--- config.mk ---
export PLATFORM = sky130hd
export DESIGN_NAME = lfu_cache_lookup_insert
export DESIGN_NICKNAME = d
export VERILOG_FILES = /design/src/hdl/lfu_pkg.sv /design/src/hdl/lfu_cache_lookup_insert.sv /design/src/hdl/lfu_mem.sv /design/src/hdl/lfu_cmp.sv
export SDC_FILE = /design/constraint.sdc
export NUM_CORES = 2
export LEC_CHECK = 0
export BUFFER_PORTS_ARGS = -buffer_cell sky130_fd_sc_hd__buf_2
export CAP_MARGIN = 20
export CELL_PAD_IN_SITES_DETAIL_PLACEMENT = 0
export CELL_PAD_IN_SITES_GLOBAL_PLACEMENT = 1
export CORE_MARGIN = 2
export CORE_UTILIZATION = 60
export DETAILED_ROUTE_END_ITERATION = 12
export PLACE_DENSITY = 0.85
export SYNTH_ARGS = -nofsm -noshare
export SYNTH_HDL_FRONTEND = slang
export SYNTH_SLANG_ARGS = --single-unit
--- constraint.sdc ---
create_clock -name clock -period 30.3 [get_ports clock]
set_input_delay 0 -clock clock [delete_from_list [all_inputs] [get_ports clock]]
set_output_delay 0 -clock clock [all_outputs]
set_load 0.1 [all_outputs]
--- src/hdl/lfu_pkg.sv ---
// ----------------------------------------------------------------------------
// lfu_pkg
// Shared types and constants for the LFU key/value cache.
// ----------------------------------------------------------------------------
package lfu_pkg;

   localparam int DATA_W = 32;
   localparam int CAP_W  = 5;

   localparam logic [CAP_W-1:0] CAP_RESET = CAP_W'(16);

   localparam logic ACT_GET = 1'b0;
   localparam logic ACT_PUT = 1'b1;

   typedef enum logic [2:0] {
      ST_IDLE,
      ST_SCAN,
      ST_DECIDE,
      ST_UPDATE,
      ST_FINISH
   } seq_state_type;

   typedef struct packed {
      logic match;
      logic better;
   } cmp_flags_type;

endpackage

--- src/hdl/lfu_cache_lookup_insert.sv ---
// ----------------------------------------------------------------------------
// lfu_cache_lookup_insert
// Fully associative key/value cache with LFU replacement, LRU tie break.
// ----------------------------------------------------------------------------
// Request channel (req_*): one beat per get or put, action in tuser.
// Response channel (rsp_*): exactly one beat per request, in order.
// csr_wr_en/csr_wr_data set the number of entries in use; write only when idle.
//
// Each request walks the entry memory once to find the key, the first free
// slot and the eviction victim, through the single read port and the
// compare unit. A request that changes state walks it again to age the
// recency ranks and write the target entry. After the decide state, a get
// miss or a dropped put goes straight to the finish state; any other request
// passes through the second walk first.
// req_tready is high only between requests.
//
// Reset empties the cache and sets the capacity to 16; the entry memory
// itself is not cleared. A stalled response is held in the output register;
// the next request is taken meanwhile and waits in its finish state.
// ----------------------------------------------------------------------------
module lfu_cache_lookup_insert #(
   parameter int CAPACITY   = 16,
   parameter int COUNT_BITS = 16
) (
   input  logic        clock,
   input  logic        reset,
   input  logic        req_tvalid,
   output logic        req_tready,
   input  logic [63:0] req_tdata,   // lookup_key [31:0], write_value [63:32]
   input  logic [0:0]  req_tuser,   // action [0]
   output logic        rsp_tvalid,
   input  logic        rsp_tready,
   output logic [63:0] rsp_tdata,   // read_value [31:0], evicted_key [63:32]
   output logic [1:0]  rsp_tuser,   // hit [0], evicted [1]
   input  logic        csr_wr_en,
   input  logic [4:0]  csr_wr_data
);
   import lfu_pkg::*;

   localparam int IDX_W  = (CAPACITY > 1) ? $clog2(CAPACITY) : 1;
   localparam int RANK_W = IDX_W;
   localparam int OCC_W  = $clog2(CAPACITY + 1);
   localparam int CMP_W  = (OCC_W > CAP_W) ? OCC_W : CAP_W;
   localparam int CNT_LO = RANK_W;
   localparam int VAL_LO = RANK_W + COUNT_BITS;
   localparam int KEY_LO = VAL_LO + DATA_W;
   localparam int WORD_W = KEY_LO + DATA_W;

   localparam logic [CMP_W-1:0]      CAP_LIMIT = CMP_W'(CAPACITY);
   localparam logic [OCC_W-1:0]      IDX_END   = OCC_W'(CAPACITY);
   localparam logic [COUNT_BITS-1:0] CNT_MAX   = '1;
   localparam logic [COUNT_BITS-1:0] CNT_ONE   = COUNT_BITS'(1);
   localparam logic [RANK_W-1:0]     RANK_TOP  = '0;

   seq_state_type state_ff, state_in;

   logic [CAP_W-1:0]      cap_ff, cap_in;
   logic [CMP_W-1:0]      cap_eff_ff, cap_eff_in;
   logic                  act_ff, act_in;
   logic [DATA_W-1:0]     key_ff, key_in;
   logic [DATA_W-1:0]     wval_ff, wval_in;

   logic [OCC_W-1:0]      idx_ff, idx_in;
   logic                  chk_vld_ff, chk_vld_in;
   logic [IDX_W-1:0]      chk_idx_ff, chk_idx_in;
   logic [CAPACITY-1:0]   valid_ff, valid_in;
   logic [OCC_W-1:0]      occ_ff, occ_in;

   logic                  found_ff, found_in;
   logic [IDX_W-1:0]      found_idx_ff, found_idx_in;
   logic [DATA_W-1:0]     found_val_ff, found_val_in;
   logic [COUNT_BITS-1:0] found_cnt_ff, found_cnt_in;
   logic [RANK_W-1:0]     found_rank_ff, found_rank_in;
   logic                  free_ff, free_in;
   logic [IDX_W-1:0]      free_idx_ff, free_idx_in;
   logic                  vic_ff, vic_in;
   logic [IDX_W-1:0]      vic_idx_ff, vic_idx_in;
   logic [COUNT_BITS-1:0] vic_cnt_ff, vic_cnt_in;
   logic [RANK_W-1:0]     vic_rank_ff, vic_rank_in;
   logic [DATA_W-1:0]     vic_key_ff, vic_key_in;

   logic [IDX_W-1:0]      tgt_idx_ff, tgt_idx_in;
   logic [WORD_W-1:0]     tgt_word_ff, tgt_word_in;
   logic [RANK_W-1:0]     limit_ff, limit_in;
   logic                  age_all_ff, age_all_in;

   logic                  res_hit_ff, res_hit_in;
   logic [DATA_W-1:0]     res_rd_ff, res_rd_in;
   logic                  res_ev_ff, res_ev_in;
   logic [DATA_W-1:0]     res_evk_ff, res_evk_in;

   logic                  rsp_valid_ff, rsp_valid_in;
   logic [63:0]           rsp_data_ff, rsp_data_in;
   logic [1:0]            rsp_user_ff, rsp_user_in;

   logic                  mem_wr_en;
   logic [IDX_W-1:0]      mem_wr_addr;
   logic [WORD_W-1:0]     mem_wr_data;
   logic                  mem_rd_en;
   logic [WORD_W-1:0]     rd_word;

   logic [DATA_W-1:0]     rd_key;
   logic [DATA_W-1:0]     rd_val;
   logic [COUNT_BITS-1:0] rd_cnt;
   logic [RANK_W-1:0]     rd_rank;
   logic                  cur_valid;
   logic [COUNT_BITS-1:0] bump_cnt;
   logic [CMP_W-1:0]      cap_ext;
   cmp_flags_type         flags;

   assign rd_key    = rd_word[KEY_LO +: DATA_W];
   assign rd_val    = rd_word[VAL_LO +: DATA_W];
   assign rd_cnt    = rd_word[CNT_LO +: COUNT_BITS];
   assign rd_rank   = rd_word[RANK_W-1:0];
   assign cur_valid = valid_ff[chk_idx_ff];
   assign bump_cnt  = (found_cnt_ff == CNT_MAX) ? CNT_MAX : COUNT_BITS'(found_cnt_ff + 1'b1);
   assign cap_ext   = CMP_W'(cap_ff);

   lfu_mem #(
      .DEPTH (CAPACITY),
      .WIDTH (WORD_W),
      .AW    (IDX_W)
   ) u_mem (
      .clock   (clock),
      .wr_en   (mem_wr_en),
      .wr_addr (mem_wr_addr),
      .wr_data (mem_wr_data),
      .rd_en   (mem_rd_en),
      .rd_addr (idx_ff[IDX_W-1:0]),
      .rd_data (rd_word)
   );

   lfu_cmp #(
      .COUNT_BITS (COUNT_BITS),
      .RANK_W     (RANK_W)
   ) u_cmp (
      .cand_valid (cur_valid),
      .cand_key   (rd_key),
      .cand_count (rd_cnt),
      .cand_rank  (rd_rank),
      .look_key   (key_ff),
      .best_have  (vic_ff),
      .best_count (vic_cnt_ff),
      .best_rank  (vic_rank_ff),
      .flags      (flags)
   );

   always_comb begin
      state_in      = state_ff;
      cap_in        = cap_ff;
      cap_eff_in    = cap_eff_ff;
      act_in        = act_ff;
      key_in        = key_ff;
      wval_in       = wval_ff;
      idx_in        = idx_ff;
      chk_vld_in    = chk_vld_ff;
      chk_idx_in    = chk_idx_ff;
      valid_in      = valid_ff;
      occ_in        = occ_ff;
      found_in      = found_ff;
      found_idx_in  = found_idx_ff;
      found_val_in  = found_val_ff;
      found_cnt_in  = found_cnt_ff;
      found_rank_in = found_rank_ff;
      free_in       = free_ff;
      free_idx_in   = free_idx_ff;
      vic_in        = vic_ff;
      vic_idx_in    = vic_idx_ff;
      vic_cnt_in    = vic_cnt_ff;
      vic_rank_in   = vic_rank_ff;
      vic_key_in    = vic_key_ff;
      tgt_idx_in    = tgt_idx_ff;
      tgt_word_in   = tgt_word_ff;
      limit_in      = limit_ff;
      age_all_in    = age_all_ff;
      res_hit_in    = res_hit_ff;
      res_rd_in     = res_rd_ff;
      res_ev_in     = res_ev_ff;
      res_evk_in    = res_evk_ff;
      rsp_valid_in  = rsp_valid_ff && !rsp_tready;
      rsp_data_in   = rsp_data_ff;
      rsp_user_in   = rsp_user_ff;
      mem_wr_en     = 1'b0;
      mem_wr_addr   = chk_idx_ff;
      mem_wr_data   = tgt_word_ff;
      mem_rd_en     = 1'b0;
      req_tready    = 1'b0;

      if (csr_wr_en) begin
         cap_in = csr_wr_data;
      end

      case (state_ff)
         ST_IDLE: begin
            req_tready = 1'b1;
            if (req_tvalid) begin
               act_in     = req_tuser[0];
               key_in     = req_tdata[31:0];
               wval_in    = req_tdata[63:32];
               cap_eff_in = (cap_ext > CAP_LIMIT) ? CAP_LIMIT : cap_ext;
               found_in   = 1'b0;
               free_in    = 1'b0;
               vic_in     = 1'b0;
               idx_in     = '0;
               chk_vld_in = 1'b0;
               state_in   = ST_SCAN;
            end
         end

         ST_SCAN: begin
            if (idx_ff != IDX_END) begin
               mem_rd_en  = 1'b1;
               idx_in     = OCC_W'(idx_ff + 1'b1);
               chk_vld_in = 1'b1;
               chk_idx_in = idx_ff[IDX_W-1:0];
            end else begin
               chk_vld_in = 1'b0;
               state_in   = ST_DECIDE;
            end
            if (chk_vld_ff) begin
               if (flags.match && !found_ff) begin
                  found_in      = 1'b1;
                  found_idx_in  = chk_idx_ff;
                  found_val_in  = rd_val;
                  found_cnt_in  = rd_cnt;
                  found_rank_in = rd_rank;
               end
               if (!cur_valid && !free_ff) begin
                  free_in     = 1'b1;
                  free_idx_in = chk_idx_ff;
               end
               if (flags.better) begin
                  vic_in      = 1'b1;
                  vic_idx_in  = chk_idx_ff;
                  vic_cnt_in  = rd_cnt;
                  vic_rank_in = rd_rank;
                  vic_key_in  = rd_key;
               end
            end
         end

         ST_DECIDE: begin
            res_hit_in = found_ff;
            res_rd_in  = '0;
            res_ev_in  = 1'b0;
            res_evk_in = '0;
            state_in   = ST_FINISH;
            idx_in     = '0;
            chk_vld_in = 1'b0;
            age_all_in = 1'b0;
            if (act_ff == ACT_GET) begin
               if (found_ff) begin
                  res_rd_in   = found_val_ff;
                  tgt_idx_in  = found_idx_ff;
                  tgt_word_in = {key_ff, found_val_ff, bump_cnt, RANK_TOP};
                  limit_in    = found_rank_ff;
                  state_in    = ST_UPDATE;
               end
            end else if (cap_eff_ff != '0) begin
               if (found_ff) begin
                  tgt_idx_in  = found_idx_ff;
                  tgt_word_in = {key_ff, wval_ff, bump_cnt, RANK_TOP};
                  limit_in    = found_rank_ff;
                  state_in    = ST_UPDATE;
               end else if (CMP_W'(occ_ff) < cap_eff_ff) begin
                  tgt_idx_in            = free_idx_ff;
                  tgt_word_in           = {key_ff, wval_ff, CNT_ONE, RANK_TOP};
                  age_all_in            = 1'b1;
                  valid_in[free_idx_ff] = 1'b1;
                  occ_in                = OCC_W'(occ_ff + 1'b1);
                  state_in              = ST_UPDATE;
               end else if (vic_ff) begin
                  res_ev_in   = 1'b1;
                  res_evk_in  = vic_key_ff;
                  tgt_idx_in  = vic_idx_ff;
                  tgt_word_in = {key_ff, wval_ff, CNT_ONE, RANK_TOP};
                  limit_in    = vic_rank_ff;
                  state_in    = ST_UPDATE;
               end
            end
         end

         ST_UPDATE: begin
            if (idx_ff != IDX_END) begin
               mem_rd_en  = 1'b1;
               idx_in     = OCC_W'(idx_ff + 1'b1);
               chk_vld_in = 1'b1;
               chk_idx_in = idx_ff[IDX_W-1:0];
            end else begin
               chk_vld_in = 1'b0;
               state_in   = ST_FINISH;
            end
            if (chk_vld_ff) begin
               if (chk_idx_ff == tgt_idx_ff) begin
                  mem_wr_en   = 1'b1;
                  mem_wr_data = tgt_word_ff;
               end else if (cur_valid && (age_all_ff || (rd_rank < limit_ff))) begin
                  mem_wr_en   = 1'b1;
                  mem_wr_data = {rd_word[WORD_W-1:RANK_W], RANK_W'(rd_rank + 1'b1)};
               end
            end
         end

         ST_FINISH: begin
            if (!rsp_valid_ff || rsp_tready) begin
               rsp_valid_in = 1'b1;
               rsp_data_in  = {res_evk_ff, res_rd_ff};
               rsp_user_in  = {res_ev_ff, res_hit_ff};
               state_in     = ST_IDLE;
            end
         end

         default: begin
            state_in = ST_IDLE;
         end
      endcase
   end

   always_ff @(posedge clock) begin
      if (reset) begin
         state_ff     <= ST_IDLE;
         cap_ff       <= CAP_RESET;
         valid_ff     <= '0;
         occ_ff       <= '0;
         chk_vld_ff   <= 1'b0;
         rsp_valid_ff <= 1'b0;
      end else begin
         state_ff     <= state_in;
         cap_ff       <= cap_in;
         valid_ff     <= valid_in;
         occ_ff       <= occ_in;
         chk_vld_ff   <= chk_vld_in;
         rsp_valid_ff <= rsp_valid_in;
      end
   end

   always_ff @(posedge clock) begin
      cap_eff_ff    <= cap_eff_in;
      act_ff        <= act_in;
      key_ff        <= key_in;
      wval_ff       <= wval_in;
      idx_ff        <= idx_in;
      chk_idx_ff    <= chk_idx_in;
      found_ff      <= found_in;
      found_idx_ff  <= found_idx_in;
      found_val_ff  <= found_val_in;
      found_cnt_ff  <= found_cnt_in;
      found_rank_ff <= found_rank_in;
      free_ff       <= free_in;
      free_idx_ff   <= free_idx_in;
      vic_ff        <= vic_in;
      vic_idx_ff    <= vic_idx_in;
      vic_cnt_ff    <= vic_cnt_in;
      vic_rank_ff   <= vic_rank_in;
      vic_key_ff    <= vic_key_in;
      tgt_idx_ff    <= tgt_idx_in;
      tgt_word_ff   <= tgt_word_in;
      limit_ff      <= limit_in;
      age_all_ff    <= age_all_in;
      res_hit_ff    <= res_hit_in;
      res_rd_ff     <= res_rd_in;
      res_ev_ff     <= res_ev_in;
      res_evk_ff    <= res_evk_in;
      rsp_data_ff   <= rsp_data_in;
      rsp_user_ff   <= rsp_user_in;
   end

   assign rsp_tvalid = rsp_valid_ff;
   assign rsp_tdata  = rsp_data_ff;
   assign rsp_tuser  = rsp_user_ff;

endmodule

--- src/hdl/lfu_mem.sv ---
// ----------------------------------------------------------------------------
// lfu_mem
// Entry store: one write port, one read port, registered read data.
// ----------------------------------------------------------------------------
module lfu_mem #(
   parameter int DEPTH = 16,
   parameter int WIDTH = 84,
   parameter int AW    = (DEPTH > 1) ? $clog2(DEPTH) : 1
) (
   input  logic             clock,
   input  logic             wr_en,
   input  logic [AW-1:0]    wr_addr,
   input  logic [WIDTH-1:0] wr_data,
   input  logic             rd_en,
   input  logic [AW-1:0]    rd_addr,
   output logic [WIDTH-1:0] rd_data
);

   logic [WIDTH-1:0] word_mem [DEPTH];
   logic [WIDTH-1:0] rd_data_ff;

   always_ff @(posedge clock) begin
      if (wr_en) begin
         word_mem[wr_addr] <= wr_data;
      end
      if (rd_en) begin
         rd_data_ff <= word_mem[rd_addr];
      end
   end

   assign rd_data = rd_data_ff;

endmodule

--- src/hdl/lfu_cmp.sv ---
// ----------------------------------------------------------------------------
// lfu_cmp
// Per-entry compare unit: key match and least-count, least-recent victim test.
// ----------------------------------------------------------------------------
module lfu_cmp #(
   parameter int COUNT_BITS = 16,
   parameter int RANK_W     = 4
) (
   input  logic                   cand_valid,
   input  logic [31:0]            cand_key,
   input  logic [COUNT_BITS-1:0]  cand_count,
   input  logic [RANK_W-1:0]      cand_rank,
   input  logic [31:0]            look_key,
   input  logic                   best_have,
   input  logic [COUNT_BITS-1:0]  best_count,
   input  logic [RANK_W-1:0]      best_rank,
   output lfu_pkg::cmp_flags_type flags
);
   import lfu_pkg::*;

   logic fewer;
   logic older;

   assign fewer = cand_count < best_count;
   assign older = (cand_count == best_count) && (cand_rank > best_rank);

   assign flags.match  = cand_valid && (cand_key == look_key);
   assign flags.better = cand_valid && (!best_have || fewer || older);

endmodule

==> flow_metrics.env <==
export IMPL_pre_cts_ws_ns=24.94
export IMPL_grt_pass1_vias=35200
export IMPL_die_y_microns=347
export IMPL_ys_warnings_count=0
export IMPL_path_clk_slew_ns=0.06
export IMPL_crit_path_max_fanout=111
export IMPL_nNetsFinal=3536
export IMPL_period_minus_slack_ns=4.66
export IMPL_finish_utilization_pct=69.1
export IMPL_dr_pass1_iters=5
export IMPL_path_cells="buf_4 -> buf_12 -> buf_4 -> buf_4 -> mux4_2 -> mux4_2"
export IMPL_finalClockSkew_ns=0.0220
export IMPL_p_leak_nw=25.4
export IMPL_dp_hpwl_microns=78200
export IMPL_worstPathArrival_ns=5.18
export IMPL_required_ns=30.82
export IMPL_h_tree_depth=4
export IMPL_synth_cells=3012
export IMPL_clk_latency_ns=0.80
export IMPL_rows=125
export IMPL_slowest_delay_ns=0.78
export IMPL_seq_area_frac_synth_pct=79.3
export IMPL_fmax_ghz=0.215
export IMPL_setup_viol=0
export IMPL_io_pins=143
export IMPL_grt_antenna_before_repair=3
export IMPL_crit_family="buffers and inverters"
export IMPL_area_delta_synth_final_pct=13.9
export IMPL_drtIter0Drc=4900
export IMPL_slew_violations=0
export IMPL_grt_setup_unrepaired="no"
export IMPL_fin_tns_setup_ns=0
export IMPL_synth_cell_types=57
export IMPL_grt_start_max_net_pins=112
export IMPL_cp_start_kind="flip-flop"
export IMPL_status="finished, final reports clean"
export IMPL_fin_crit_sh_pct=15.4
export IMPL_start_util_pct=60.7
export IMPL_cap_viol_max_count=0
export IMPL_numPortBuffers=142
export IMPL_die_area_sq_um=121000
export IMPL_vias_per_cell=6.72
export IMPL_synth_nets=3119
export IMPL_synth_edf_count=1847
export IMPL_grt_pass1_wl_microns=244000
export IMPL_root_buffer="clkbuf_16"
export IMPL_finalHoldViolCount=0
export IMPL_coreArea_sq_um=117000
export IMPL_place_congestion=0.755
export IMPL_hold_path_class="input pin to flip-flop"
export IMPL_setup_slack_ns=25.64
export IMPL_post_cts_resized=0
export IMPL_syn_area_per_cell_sq_um=23.5
export IMPL_wirelength_microns=171000
export IMPL_worst_slew_pin_slew_ns=1.25
export IMPL_grt_use_total_pct=28.7
export IMPL_grt_overflow_total=0
export IMPL_path_common_cell="buf_4"
export IMPL_drc=0
export IMPL_synthFlopType="edfxtp_1"
export IMPL_vias=34200
export IMPL_cts_tree="built"
export IMPL_slew_headroom_pct=16.5
export IMPL_clock_sinks=1878
export IMPL_crit_type="flip-flop to flip-flop"
export IMPL_p_per_area_nw_per_um2=67.4
export IMPL_die_w_microns=347
export IMPL_cts_buffers=177
export IMPL_syn_area_sq_um=70700
export IMPL_ys_ff_latch=1878
export IMPL_worst_path_buf_inv=4
export IMPL_wl_per_cell_microns=33.7
export IMPL_clockBufferDepth=3
export IMPL_ant_nets=0
export IMPL_end_kind="flip-flop"
export IMPL_worst_path_max_delay_cell="buf_4"
export IMPL_ir_drop_v=0.0000601
export IMPL_synth_async_reset_ratio_pct=0
export IMPL_drive_above_1_share_pct=28.8
==> worst min-delay path: stages <==
cell	delay, ns
buf_2	0.17
a211o_1	0.13
dlygate4sd3_1	0.55
==> logic make-up (layout without fill, tap and decap cells) <==
logic type / after synthesis / count (layout) / share of synthesized area (%)
compound gates: 85 / 85 / 0.752
xor+xnor: 52 / 52 / 0.644
fa+ha+maj: 32 / 32 / 0.566
flops: 1878 / 1878 / 79.3
buf+inv: 185 / 737 / 1.12
other cells: 0 / 1 / 0
simple gates: 232 / 232 / 1.87
mux: 548 / 548 / 15.7
==> stage by stage <==
step                hold slack [ns]  std cells  power [W]  area [sq um]
floorplan                    0.0989       3012    0.00323         70700
global placement              0.176       4618    0.00331         73500
detailed placement            0.178       4619    0.00333         73500
CTS                          0.0490       5085    0.00544         80500
global route                  0.115       5088    0.00556         80500
finish                        0.105       5089    0.00543         80500
==> cells in the mapped netlist, drive strengths merged, types with 2 or more instances <==
cell	n	area, sq um
edfxtp	1847	55500
mux4	424	9550
mux2	112	1450
clkbuf	82	308
and2	70	438
buf	53	294
inv	50	188
xor2	44	385
ha	32	400
dfxtp	31	621
nand2	28	105
nor4	26	163
a21oi	25	125
nor2	25	93.8
nand3	18	90.1
o22ai	16	100
o21ai	14	70.1
mux2i	12	120
nand2b	12	75.1
nor2b	11	68.8
nand4	8	50.1
or2	8	50.1
xnor2	8	70.1
nor3	6	30.0
or3	6	37.5
a21o	5	37.5
a31oi	4	25.0
and3	4	25.0
o21a	3	22.5
or4	3	22.5
a211oi	2	15.0
nor3b	2	20.0
o211ai	2	15.0
o31ai	2	15.0
or4b	2	20.0
==> final timing paths <==
check	start	to	cells after the start	slack (ns)
min	csr_wr_en	cap_ext[4]	3	0.10
max reg2reg	idx_ff[0]	u_mem.rd_data[58]	6	25.64
max	idx_ff[0]	u_mem.rd_data[58]	6	25.64
min reg2reg	res_evk_ff[24]	rsp_tdata[56]	0	0.41
==> layer usage <==
layer	vias to the layer above	wire (microns)	track usage (%)
li1	13400	-	-
met4	0	5680	10.5
met5	-	0	0
met2	2416	87900	47.6
met3	342	17200	6.18
met1	18000	60700	38.1
==> registers in the layout, summed over array words and instances, names as in the netlist, 64 cells and up <==
| register | count |
|---|---|
| u_mem.word_mem | 1344 |
| u_mem.rd_data | 84 |
| tgt_word_ff | 80 |
| rsp_tdata | 64 |
==> power breakdown <==
part	switching [W]	total [W]	internal [W]	leakage [nW]
clock network	0.000948	0.00213	0.00118	2.64
logic	0.000197	0.000399	0.000202	5.99
registers	0.0000306	0.00290	0.00287	16.8
total	0.00118	0.00543	0.00426	25.4
==> cell usage in the layout, fill, tap and decap left out, drive strengths merged, types with 4 or more instances in the layout <==
cell	Yosys	layout
clkbuf	82	217
or3	6	6
a31oi	4	4
clkinvlp	0	13
nor2	25	25
edfxtp	1847	1847
and2	70	70
mux2i	12	12
inv	50	56
xor2	44	44
nor3	6	6
a21oi	25	25
nand2b	12	12
nand3	18	18
buf	53	221
bufinv	0	9
mux4	424	424
nor2b	11	11
mux2	112	112
nor4	26	26
or2	8	8
ha	32	32
o21ai	14	14
clkinv	0	69
xnor2	8	8
nand4	8	8
dlygate4sd3	0	152
o22ai	16	16
a21o	5	5
nand2	28	28
and3	4	4
dfxtp	31	31
==> area by class of cell <==
cell class	count	area, sq um
Sequential cell	1878	56100
Fill cell	6533	36000
Tap cell	1524	1910
Clock buffer	217	4730
Inverter	50	193
Clock inverter	97	726
Multi-Input combinational cell	949	14000
Timing Repair Buffer	373	2910
Antenna cell	1	2.50
==> timing repair <==
| item | CTS | global route |
|---|---|---|
| setup buffers | 0 | 0 |
| hold endpoints to repair | 137 | 0 |
| endpoints found under the setup margin | 0 | 0 |
| hold buffers | 152 | 0 |
No activity file was read; power rests on OpenSTA's default activity.
